<file path="src/hdl/cif_pkg.sv">
`timescale 1ns / 1ps
// ----------------------------------------------------------------------------
// cif_pkg: shared definitions of the 3x3 image filter
// Widths, register indexes and the structures passed between the stages.
// ----------------------------------------------------------------------------
package cif_pkg;

   localparam int MAX_WIDTH  = 64;
   localparam int MAX_HEIGHT = 64;
   localparam int COL_W      = $clog2(MAX_WIDTH);
   localparam int ROW_W      = $clog2(MAX_HEIGHT);
   localparam int SIZE_W     = 7;
   localparam int PIXEL_W    = 8;
   localparam int TAP_W      = 16;
   localparam int PROD_W     = 24;
   localparam int VALUE_W    = 28;
   localparam int CSR_ADDR_W = 3;
   localparam int CSR_DATA_W = 48;
   localparam int RESULT_N   = 4;

   localparam logic [CSR_ADDR_W-1:0] CSR_KERNEL_TOP    = 3'd0;
   localparam logic [CSR_ADDR_W-1:0] CSR_KERNEL_MID    = 3'd1;
   localparam logic [CSR_ADDR_W-1:0] CSR_KERNEL_BOTTOM = 3'd2;
   localparam logic [CSR_ADDR_W-1:0] CSR_IMAGE_WIDTH   = 3'd3;
   localparam logic [CSR_ADDR_W-1:0] CSR_IMAGE_HEIGHT  = 3'd4;
   localparam logic [CSR_ADDR_W-1:0] CSR_BORDER_MODE   = 3'd5;

   typedef logic [PIXEL_W-1:0] pixel_type;

   typedef struct packed {
      logic [2:0][2:0][TAP_W-1:0] taps;
      logic [SIZE_W-1:0]          width;
      logic [SIZE_W-1:0]          height;
      logic                       padded;
   } cfg_type;

   typedef struct packed {
      pixel_type [2:0][2:0] window;
      logic [ROW_W-1:0]     row;
      logic [COL_W-1:0]     col;
   } job_type;

endpackage

</file>
<file path="src/hdl/cif_csr.sv">
`timescale 1ns / 1ps
// ----------------------------------------------------------------------------
// cif_csr: configuration registers
// Holds the taps, image size and border mode; sizes are clamped on the way out.
// ----------------------------------------------------------------------------
module cif_csr (
   input  logic                             clock,
   input  logic                             reset,
   input  logic                             csr_valid,
   output logic                             csr_ready,
   input  logic [cif_pkg::CSR_ADDR_W-1:0]   csr_index,
   input  logic [cif_pkg::CSR_DATA_W-1:0]   csr_data,
   output cif_pkg::cfg_type                 cfg
);

   localparam int TW = cif_pkg::TAP_W;
   localparam int SW = cif_pkg::SIZE_W;

   logic [3*TW-1:0] row_top_ff, row_top_in;
   logic [3*TW-1:0] row_mid_ff, row_mid_in;
   logic [3*TW-1:0] row_bot_ff, row_bot_in;
   logic [SW-1:0]   width_ff, width_in;
   logic [SW-1:0]   height_ff, height_in;
   logic            mode_ff, mode_in;

   assign csr_ready = 1'b1;

   always_comb begin
      row_top_in = row_top_ff;
      row_mid_in = row_mid_ff;
      row_bot_in = row_bot_ff;
      width_in   = width_ff;
      height_in  = height_ff;
      mode_in    = mode_ff;
      if (csr_valid) begin
         unique case (csr_index)
            cif_pkg::CSR_KERNEL_TOP:    row_top_in = csr_data[3*TW-1:0];
            cif_pkg::CSR_KERNEL_MID:    row_mid_in = csr_data[3*TW-1:0];
            cif_pkg::CSR_KERNEL_BOTTOM: row_bot_in = csr_data[3*TW-1:0];
            cif_pkg::CSR_IMAGE_WIDTH:   width_in   = csr_data[SW-1:0];
            cif_pkg::CSR_IMAGE_HEIGHT:  height_in  = csr_data[SW-1:0];
            cif_pkg::CSR_BORDER_MODE:   mode_in    = csr_data[0];
            default: ;
         endcase
      end
   end

   always_ff @(posedge clock) begin
      if (reset) begin
         row_top_ff <= '0;
         row_mid_ff <= (3*TW)'(1) << TW;
         row_bot_ff <= '0;
         width_ff   <= SW'(7);
         height_ff  <= SW'(7);
         mode_ff    <= 1'b1;
      end else begin
         row_top_ff <= row_top_in;
         row_mid_ff <= row_mid_in;
         row_bot_ff <= row_bot_in;
         width_ff   <= width_in;
         height_ff  <= height_in;
         mode_ff    <= mode_in;
      end
   end

   // Taps are split out per column; sizes are held between three and the maximum.
   always_comb begin
      for (int j = 0; j < 3; j++) begin
         cfg.taps[0][j] = row_top_ff[TW*j +: TW];
         cfg.taps[1][j] = row_mid_ff[TW*j +: TW];
         cfg.taps[2][j] = row_bot_ff[TW*j +: TW];
      end
      if (width_ff < SW'(3)) begin
         cfg.width = SW'(3);
      end else if (width_ff > SW'(cif_pkg::MAX_WIDTH)) begin
         cfg.width = SW'(cif_pkg::MAX_WIDTH);
      end else begin
         cfg.width = width_ff;
      end
      if (height_ff < SW'(3)) begin
         cfg.height = SW'(3);
      end else if (height_ff > SW'(cif_pkg::MAX_HEIGHT)) begin
         cfg.height = SW'(cif_pkg::MAX_HEIGHT);
      end else begin
         cfg.height = height_ff;
      end
      cfg.padded = mode_ff;
   end

endmodule

</file>
<file path="config.mk">
export PLATFORM = sky130hd
export DESIGN_NAME = cif_csr
export DESIGN_NICKNAME = d
export VERILOG_FILES = /design/src/hdl/cif_pkg.sv /design/src/hdl/cif_csr.sv
export SDC_FILE = /design/constraint.sdc
export NUM_CORES = 1
export LEC_CHECK = 0
export ABC_AREA = 1
export BUFFER_PORTS_ARGS = -buffer_cell sky130_fd_sc_hd__buf_2
export CAP_MARGIN = 20
export CORE_MARGIN = 2
export CORE_UTILIZATION = 41
export DETAILED_ROUTE_END_ITERATION = 10
export PLACE_DENSITY = 0.67
export SKIP_LAST_GASP = 1
export SYNTH_ARGS = -nofsm -noshare
export SYNTH_HDL_FRONTEND = slang
export SYNTH_SLANG_ARGS = --single-unit
</file>
<file path="constraint.sdc">
create_clock -name clock -period 1.2 [get_ports clock]
set_input_delay 0 -clock clock [delete_from_list [all_inputs] [get_ports clock]]
set_output_delay 0 -clock clock [all_outputs]
set_load 0.01 [all_outputs]
</file>
Yosys cells after proc, flatten, opt, wreduce, memory -nomap -nowiden
Index checks and enable logic that the tools add are counted.
Cells by class
  magnitude comparators: 4
  eq/ne operators: 5
  mux-type cells: 4
  reduce and logical (&&, ||, !) cells: 7
Operator list (number)
  $mux W7: 4
  $gt A7 B7 Y1 const B: 2
  $lt A7 B2 Y1 const B: 2
  $reduce_and A2 Y1: 6
  $eq A3 B2 Y1 const B: 2
  $eq A3 B3 Y1 const B: 2
  $eq A3 B1 Y1 const B: 1
  $logic_not A3 Y1: 1
Storage, ports and cells
  bits in registers: 159
  input port bits: 54
  output and inout bits: 160
  word-level logic and storage cells: 26

Logic depth before layout (Yosys ltp)
Gate-level depths: netlist (run 1).
  word-level depth: 3
  gate-level depth with buffers: 9
  depth with buffers taken out: 6

Worst setup path before layout (run 1)
OpenSTA, ideal clock, no wires.
  path kind: input-to-reg
  start: input csr_index[1] (netlist name)
  end: register row_top_ff[37]
  arrival: 847 ps
  data required time: 1084 ps
  path slack: 237 ps
  cell stages on the path: 7
  buffers on the path: 3
  cells stage by stage: buf_2 -> nor2_1 -> nand2_2 -> buf_6 -> buf_2 -> o21ai_0 -> nor2_1
On the way
  cells in the longest elaborated chain, start to end: 2
Ends and longest elaborated chain
  start: declaration: line cif_csr.sv:11  | input logic [cif_pkg::CSR_ADDR_W-1:0] csr_index,
  $logic_not A3 Y1: line cif_csr.sv:36  | unique case (csr_index)
  $reduce_and A2 Y1 (no source line)
  end signal: assignment: line cif_csr.sv:57  | row_top_ff <= row_top_in;
  end: declaration: line cif_csr.sv:19  | logic [3*TW-1:0] row_top_ff, row_top_in;
No other way between the ends.
A chain may end at the register's enable or synchronous reset.

==> results of run 1 <==
[cells in the mapped netlist, drive strengths merged]
master / instances
a21oi: 6
nand2: 167
o21ai: 54
buf: 42
o211ai: 3
a21boi: 2
dfxtp: 159
nor2: 316
clkbuf: 23
inv: 68
nand3: 8
conb: 1
nand4: 50
[layer usage]
| layer | track usage [%] | vias up | share of wire [%] |
|---|---|---|---|
| met3 | 7.47 | 23 | 7.8 |
| met4 | 5.88 | 0 | 1.3 |
| met2 | 38.3 | 206 | 47 |
| met5 | 0 | - | 0 |
| met1 | 28.6 | 2973 | 44 |
| li1 | - | 3275 | - |
[cell families (layout without fill, tap and decap cells)]
logic type      after synthesis  after routing  share of synthesized area (%)
simple gates                541            541                           34.4
flops                       159            159                           50.3
buf+inv                     133            394                           9.87
compound gates               65             65                           5.34
other cells                   1              1                         0.0593
[layout make-up]
class	count	area, um2
Fill cell	1419	6180
Sequential cell	159	3190
Multi-Input combinational cell	607	2610
Timing Repair Buffer	296	2030
Clock buffer	24	482
Inverter	68	258
Tap cell	188	235
Clock inverter	6	155
[how the worst max path moves through the flow]
stage | end | depth (start not counted)
floorplan | row_top_ff[37] | 7
global placement | row_mid_ff[45] | 8
detailed placement | row_mid_ff[20] | 8
CTS | cfg[11] | 4
global route | cfg[4] | 4
finish | cfg[13] | 4
[cell usage in the layout, fill, tap and decap left out, types with 12 or more instances in the layout]
| cell | netlist | final |
|---|---|---|
| buf_12 | 0 | 12 |
| buf_2 | 21 | 212 |
| clkbuf_16 | 0 | 19 |
| dfxtp_1 | 159 | 150 |
| dlygate4sd3_1 | 0 | 59 |
| inv_1 | 65 | 64 |
| nand2_1 | 166 | 164 |
| nand4_1 | 50 | 50 |
| nor2_1 | 314 | 307 |
| o21ai_0 | 47 | 46 |
[power by group]
part	internal, uW	switching [uW]
Combinational	615	813
Clock	3840	2050
Sequential	5470	104
Total	9920	2970
[critical path, stage by stage (launching register included)]
cell     delay, ns
dfxtp_1       0.33
nor2_1        0.15
nand3_2       0.11
a21oi_1       0.13
buf_2         0.15
[sequential cells by signal, summed over array words and instances (netlist names)]
register,flops
height_ff,7
mode_ff,1
row_bot_ff,48
row_mid_ff,48
row_top_ff,48
width_ff,7
[timing repair]
| item | in CTS | in global routing |
|---|---|---|
| gates cloned | 0 | 2 |
| buffers inserted | 1 | 2 |
| pin swaps | 7 | 4 |
| hold buffers | 60 | 0 |
| hold endpoints to repair | 154 | 0 |
| resized for setup | 13 | 21 |
| endpoints found under the setup margin | 8 | 68 |
[per-stage QoR]
| step | area [um2] | utilization, % | hold slack [ns] |
|---|---|---|---|
| after floorplan | 6330 | - | 0.113 |
| after global placement | 7560 | 49.9 | 0.256 |
| after detailed placement | 7560 | 49.9 | 0.257 |
| after CTS | 8830 | 58.3 | 0.0105 |
| after global routing | 8960 | 59.2 | 0.0799 |
| final | 8960 | 59.2 | 0.0311 |
==> metrics.csv, run 1 <==
stage,metric,value,unit
floorplanning,fp-row-count,45,
critical_path,path_class,reg -> out,
synth,yosysTopAreaCell,dfxtp_1,
floorplanning,start_util,41.8,%
power_and_ir_drop,total_power,12900,uW
global_routing,grt_max_degree,70,
synth,mappedNetlistNets,953,
sta,rsz0062_at_grt,yes,
clock_tree,cts_sinks,159,
synth,ys_ff_latch,159,
detailed_routing,wirelength,19400,um
synth,synth_area,0.00633,mm2
floorplanning,ios,214,
detailed_routing,vias_per_cell,4.80,
clock_tree,clkSlewWorstSetupHoldPaths,0.05,ns
floorplanning,die_area,0.0164,mm2
detailed_routing,wl_per_cell,14.4,um
detailed_routing,drt_iter0_markers,330,
clock_tree,clock_latency,0.41,ns
synth,yosysSeqAreaShare,50.3,%
status,status,"finished, violations left",
sta,hold_violations,0,
clock_tree,clockRootBuffer,clkbuf_16,
place,hpwl,12000,um
place,gp_congestion,0.791,
global_routing,first_global_vias,5882,
status,violations,negative setup slack,
critical_path,reg2reg_to,width_ff[6],
critical_path,start_kind,flop,
sta,tns,-0.284,ns
synth,synth.top_cell.area_share,50.3,%
final_layout,diodes,0,
critical_path,endpoint_kind,primary output,
critical_path,crit_arrival,1.28,ns
clock_tree,tritoncts,built,
floorplanning,die_h,128,um
final_layout,final_cells,1348,
sta,finalWorstSetupSlack,-0.0779,ns
critical_path,required,1.20,ns
sta,maxSlewViolCount,0,
hold_path,hold_end,row_mid_ff[16],
power_and_ir_drop,max-vdd-ir-drop,0.00102,V
detailed_routing,vias,6477,
global_routing,grt_antenna_before_repair,0,
clock_tree,clockBufferDepth,2,
flow_run,drv_cap,0,
global_routing,grt_pass1_wl,29600,um
place,placement.io_buffers,212,
floorplanning,die_width,128,um
detailed_routing,ant_nets,0,
sta,setup_viol,8,
global_routing,grt_overflow,0,
hold_path,worstHoldStart,csr_valid,
detailed_routing,firstDrtPassIters,5,
power_and_ir_drop,p_leak,0.00448,uW
synth,synth_cell_types,22,
synth,synthCells,899,
critical_path,worstRegToRegCells,4,
sta,period_share,106,%
critical_path,startpoint,width_ff[0],
hold_path,whs_path_depth,4,
place,post-place-ws,0.127,ns
sta,period_needed,1.28,ns
sta,max_freq,783,MHz
floorplanning,core_area,0.0151,mm2
synth,yosysWarnings,0,
critical_path,worstPathMaxFanout,3,
final_layout,nets,1203,
clock_tree,htree_levels,4,
critical_path,reg2reg_from,width_ff[6],
final_layout,layout-drive-gt1-share,25.4,%
sta,worst_clock_skew,0,ns
power_and_ir_drop,powerDensity,1440,mW/mm2
global_routing,grtUsageTotal,22.9,%
place,dp.cells,1253,
hold_path,hp-class,in -> reg,
synth,ys_top_cells_by_area,"dfxtp_1 50%, nor2_1 19%, nand2_1 9.8%",
critical_path,r2r_slack,0.44,ns
clock_tree,cts_made_buffers,17,
synth,syn_area_per_cell,7.04,um2
final_layout,syn2layout_area_growth,41.6,%
detailed_routing,drc,0,
Note: power is estimated with default switching activity, not from simulation.
==> run 2: changes to the inputs <==
CTS_BUF_LIST = sky130_fd_sc_hd__clkbuf_2 sky130_fd_sc_hd__clkbuf_4 sky130_fd_sc_hd__clkbuf_8   (was unset)
==> run 2 against run 1 <==
The run still ends with negative setup slack left. Die area unchanged. First-iteration DRC count up 0.61%. Sequential cell count stayed put. Worst setup slack worse by 0.016 ns. Sequential power hardly changed. Critical path type unchanged. Largest power group is now registers.
==> metrics.csv, run 2 (synthesized netlist as in run 1, its figures left out) <==
stage,metric,value,unit,change
power_and_ir_drop,total_power,11600,uW,-10%
critical_path,crit_arrival,1.29,ns,about the same
place,gp_congestion,0.791,,unchanged
critical_path,start_kind,flop,,
clock_tree,clockBufferDepth,2,,unchanged
detailed_routing,drc,0,,unchanged
clock_tree,clkSlewWorstSetupHoldPaths,0.08,ns,+0.03 ns
place,hpwl,12000,um,unchanged
sta,hold_ws,0.0725,ns,+0.0414 ns
detailed_routing,wirelength,18800,um,-3.4%
floorplanning,fp-row-count,45,,unchanged
clock_tree,tritoncts,built,,
critical_path,worstPathMaxFanout,3,,unchanged
detailed_routing,firstDrtPassIters,4,,-1
sta,rsz0062_at_grt,yes,,
detailed_routing,vias_per_cell,4.76,,-0.93%
detailed_routing,vias,6407,,-1.1%
final_layout,diodes,0,,unchanged
floorplanning,die_h,128,um,unchanged
floorplanning,die_area,0.0164,mm2,unchanged
clock_tree,htree_levels,4,,unchanged
power_and_ir_drop,max-vdd-ir-drop,0.000973,V,-4.5%
final_layout,final_cells,1346,,-0.15%
flow_run,drv_cap,0,,unchanged
power_and_ir_drop,powerDensity,1330,mW/mm2,-7.9%
status,status,"finished, violations left",,
final_layout,final_util,57.6,%,-1.5 points
status,violations,negative setup slack,,
final_layout,final_common_cell,nor2_1,,
global_routing,grt_antenna_before_repair,0,,unchanged
sta,maxSlewViolCount,0,,unchanged
hold_path,hp-class,in -> reg,,
sta,worst_clock_skew,0,ns,unchanged
global_routing,grtUsageTotal,22.8,%,-0.12 points
detailed_routing,drt_iter0_markers,332,,+0.61%
detailed_routing,wl_per_cell,13.9,um,-3.3%
sta,setup_viol,8,,unchanged
place,dp.cells,1253,,unchanged
clock_tree,cts_sinks,159,,unchanged
power_and_ir_drop,p_leak,0.00436,uW,-2.6%
floorplanning,ios,214,,unchanged
global_routing,grt_max_degree,70,,unchanged
final_layout,largestRegisters,"row_bot_ff: 48 flops, row_mid_ff: 48 flops, row_top_ff: 48 flops",,
critical_path,path_class,reg -> out,,
critical_path,r2r_slack,0.08,ns,-0.36 ns
floorplanning,die_width,128,um,unchanged
detailed_routing,ant_nets,0,,unchanged
critical_path,endpoint_kind,primary output,,
final_layout,layout-drive-gt1-share,25.6,%,+0.13 points
clock_tree,clock_latency,0.43,ns,+0.02 ns
floorplanning,start_util,41.8,%,unchanged
global_routing,first_global_vias,5869,,-0.22%
sta,finalWorstSetupSlack,-0.0936,ns,-0.0157 ns
global_routing,grt_pass1_wl,29500,um,-0.37%
global_routing,grt_overflow,0,,unchanged
place,placement.io_buffers,212,,unchanged
floorplanning,core_area,0.0151,mm2,unchanged
sta,max_freq,773,MHz,-1.2%
critical_path,required,1.20,ns,about the same
sta,period_share,108,%,+1.3 points
final_layout,final_cell_mix,"307 x nor2_1, 212 x buf_2, 164 x nand2_1, 147 x dfxtp_1, 64 x inv_1",,
final_layout,syn2layout_area_growth,38.0,%,
clock_tree,cts_made_buffers,17,,unchanged
final_layout,nets,1201,,-0.17%
sta,hold_violations,0,,unchanged
sta,period_needed,1.29,ns,+0.0157 ns
clock_tree,clockRootBuffer,clkbuf_8,,
final_layout,fillers,1427,,+0.56%
## run 2: changes by cell type in the layout (fill, tap and decap cells not counted), sizes merged
cell	previous run	this run
dlygate4sd3	59	62
buf	234	232
clkbuf	26	24
dlymetal6s4s	1	0
## run 2: what timing repair did
item | in CTS | in global routing
buffers inserted | 1 | 0
hold buffers | 62 | 0
cloned | 0 | 0
pin swaps | 7 | 2
setup endpoints to repair | 8 | 20
endpoints found under the hold margin | 158 | 0
gates resized for setup | 14 | 18
## run 2: area by class of cell
type	count	area (um2)	share of cell area (%)
Timing Repair Buffer	294	1980	22.7
Inverter	68	258	2.95
Clock buffer	24	305	3.50
Tap cell	188	235	2.69
Clock inverter	6	155	1.78
Multi-Input combinational cell	607	2600	29.8
Sequential cell	159	3200	36.6
## run 2: stage by stage
step	area (um2)	worst slack, ns	setup TNS [ns]
final	8730	-0.0936	-0.421
after global routing	8730	-0.190	-1.27
after CTS	8670	-0.101	-0.613
after detailed placement	7560	0.127	0
after global placement	7560	0.131	0
after floorplan	6330	0.237	0
## run 2: metal layers
metal	vias up	global-route usage (%)	part of all wire, %
met3	16	7.30	7.6
met4	0	5.62	1.0
li1	3260	-	-
met1	2928	28.2	43
met2	203	38.6	48
met5	-	0	0
## run 2: worst max-delay path: stages (launching register included)
cell and delay, ns:
dfxtp_1 0.33, nor2_1 0.15, nand3_2 0.11, a21oi_1 0.12, buf_2 0.14
## run 2: path summary, 6_finish.rpt
path                                      from             end  cells past startpoint
worst min-delay path                     reset  row_mid_ff[27]                      5
worst max-delay path               width_ff[0]         cfg[13]                      4
worst max register to register  row_mid_ff[16]  row_mid_ff[16]                      3
worst min register to register   row_mid_ff[2]   row_mid_ff[2]                      2
## run 2: where the power goes
group / internal, uW / switching [uW]
clock: 2720 / 1890
combinational: 603 / 799
sequential: 5460 / 103
==> run 3: changes to the inputs <==
CORE_ASPECT_RATIO = 1.4   (was unset)
clock period = 1.4 ns   (was 1.2 ns; I/O delays follow)
==> run 3 against run 2 <==
The flow now finishes without violations. Die area is essentially flat. Cell count shrank 0.15%. Worst setup slack gained 0.16 ns. Global-route usage shrank 0.10 points. Largest power group unchanged.
==> metrics.csv, run 3 (synthesized netlist as in run 1, its figures left out) <==
stage,metric,value,unit,change
critical_path,cpMostUsedCell,dlygate4sd3_1,,
critical_path,crit_arrival,1.67,ns,+0.38 ns
sta,period_needed,1.33,ns,
sta,max_freq,750,MHz,
detailed_routing,firstDrtPassIters,5,,+1
power_and_ir_drop,switching_share,26.1,%,+2.0 points
clock_tree,clockRootBuffer,clkbuf_8,,
sta,hold_ws,0.0408,ns,-0.0317 ns
critical_path,reg2reg_from,row_mid_ff[16],,
clock_tree,clockBufferDepth,2,,unchanged
floorplanning,die_width,109,um,-15%
clock_tree,tritoncts,built,,
critical_path,reg2reg_to,row_mid_ff[16],,
detailed_routing,wl_per_cell,13.9,um,-0.20%
final_layout,final_common_cell,nor2_1,,
critical_path,r2r_slack,0.28,ns,+0.20 ns
detailed_routing,ant_nets,0,,unchanged
final_layout,largestRegisters,"row_bot_ff: 48 flops, row_mid_ff: 48 flops, row_top_ff: 48 flops",,
clock_tree,cts_sinks,159,,unchanged
critical_path,cp_top_family,buffers and inverters,,
place,hpwl,12200,um,+1.2%
global_routing,grt_pass1_wl,29000,um,-1.7%
critical_path,worst_path_max_delay_cell,dlygate4sd3_1,,
power_and_ir_drop,clock_power_share,36.4,%,-3.4 points
sta,hold_violations,0,,unchanged
global_routing,grt_overflow,0,,unchanged
detailed_routing,drc,0,,unchanged
hold_path,whs_path_depth,4,,-1
hold_path,hold_end,mode_ff,,
power_and_ir_drop,max-vdd-ir-drop,0.000695,V,-29%
clock_tree,cts_made_buffers,17,,unchanged
critical_path,worstRegToRegCells,3,,unchanged
global_routing,grtUsageTotal,22.7,%,-0.10 points
power_and_ir_drop,pwr-share-comb,12.6,%,+0.5 points
hold_path,worstHoldStart,csr_index[0],,
hold_path,hp-class,in -> reg,,
power_and_ir_drop,p_sw,2440,uW,-13%
critical_path,path_class,in -> reg,,
critical_path,worstPathMaxFanout,20,,+17
final_layout,nets,1194,,-0.58%
critical_path,start_kind,primary input,,
clock_tree,htree_levels,4,,unchanged
floorplanning,start_util,42.0,%,+0.26 points
power_and_ir_drop,powerDensity,1100,mW/mm2,-17%
floorplanning,fp-row-count,53,,+18%
floorplanning,ios,214,,unchanged
place,placement.io_buffers,212,,unchanged
global_routing,grt_max_degree,55,,-21%
power_and_ir_drop,total_power,9340,uW,-19%
final_layout,layout-drive-gt1-share,24.6,%,-1.0 points
flow_run,drv_cap,0,,unchanged
critical_path,endpoint_kind,flop,,
power_and_ir_drop,internal_power,6900,uW,-21%
final_layout,diodes,0,,unchanged
critical_path,path_cells,"dlygate4sd3_1, buf_2, inv_6, buf_12, nand3_1, dlygate4sd3_1",,
detailed_routing,drt_iter0_markers,239,,-28%
power_and_ir_drop,seq_power_share,51.0,%,+2.9 points
floorplanning,die_h,151,um,+18%
final_layout,fillers,1438,,+0.77%
power_and_ir_drop,p_leak,0.00427,uW,-2.0%
detailed_routing,vias_per_cell,4.72,,-0.91%
detailed_routing,wirelength,18700,um,-0.35%
global_routing,grt_antenna_before_repair,0,,unchanged
sta,worst_clock_skew,0,ns,unchanged
sta,maxSlewViolCount,0,,unchanged
final_layout,syn2layout_area_growth,34.7,%,
critical_path,critPathMaxStageDelay,0.56,ns,+0.23 ns
sta,setup_viol,0,,-8
critical_path,required,1.74,ns,+0.54 ns
global_routing,first_global_vias,5904,,+0.60%
clock_tree,clock_latency,0.44,ns,about the same
clock_tree,clkSlewWorstSetupHoldPaths,0.08,ns,about the same
floorplanning,core_area,0.0151,mm2,-0.61%
final_layout,final_cell_mix,"308 x nor2_1, 212 x buf_2, 166 x nand2_1, 155 x dfxtp_1, 63 x inv_1",,
floorplanning,die_area,0.0165,mm2,about the same
detailed_routing,vias,6339,,-1.1%
status,status,completed,,
place,gp_congestion,0.811,,+2.5%
sta,period_share,95.2,%,
critical_path,critPathBufInv,5,,+4
-- run 3: changes by cell type in the layout (fill, tap and decap cells not counted), moves of 5 or more --
cell           change
dfxtp_2            -8
dfxtp_1            +8
dlygate4sd3_1      -6
buf_12             -5
-- run 3: repair_timing --
action / CTS / global route
hold buffers: 56 / 0
pin swaps: 0 / 4
setup buffers: 0 / 0
gates resized for setup: 1 / 17
cloned: 0 / 1
endpoints found under the setup margin: 1 / 9
endpoints found under the hold margin: 158 / 0
-- run 3: per-stage QoR --
step | TNS, ns | worst slack [ns] | util, % | cells | instance area (um2)
after floorplan | 0 | 0.437 | - | 899 | 6330
after global placement | 0 | 0.270 | 49.8 | 1256 | 7500
after detailed placement | 0 | 0.278 | 49.8 | 1256 | 7500
after CTS | 0 | 0.0202 | 56.1 | 1343 | 8450
after global routing | -0.0162 | -0.0141 | 56.6 | 1344 | 8520
final | 0 | 0.0673 | 56.6 | 1344 | 8520
-- run 3: how the worst max path moves through the flow --
stage | start | endpoint | cells after the start
3_3_place_gp | csr_index[1] | width_ff[2] | 7
2_1_floorplan | csr_index[1] | row_top_ff[37] | 7
3_5_place_dp | csr_index[1] | width_ff[0] | 7
5_1_grt | height_ff[2] | cfg[6] | 4
4_1_cts | height_ff[2] | cfg[4] | 4
6_report | reset | row_mid_ff[16] | 6
-- run 3: tightest hold or removal path: cells and delay by family --
family	cells	cell delay, ns
buffers and inverters	1	0.14
and+or+nand+nor	2	0.22
AOI/OAI and AO/OA	1	0.09
-- run 3: power by group through the flow --
stage | clock [uW] | combinational [uW] | sequential (uW)
floorplan | 0 | 549 | 4930
global placement | 0 | 1030 | 4860
detailed placement | 0 | 1040 | 4870
CTS | 3460 | 1160 | 4760
global route | 3690 | 1310 | 4790
finish | 3400 | 1170 | 4770
-- run 3: layout make-up --
class                      instances  area (um2)  share of cell area (%)
inverter                          68         260                    3.05
clock inverter                    10         111                    1.31
sequential                       159        3190                    37.4
clock buffer                      21         283                    3.32
multi-input combinational        607        2570                    30.2
tap                              192         240                    2.82
timing repair buffer             287        1870                    21.9
-- run 3: metal layers --
layer	up-vias	part of all wire [%]	global-route usage, %
met3	46	5.6	6.15
met5	-	0	0
met2	184	51	39.2
li1	3250	-	-
met4	0	3.1	10.4
met1	2859	41	25.8
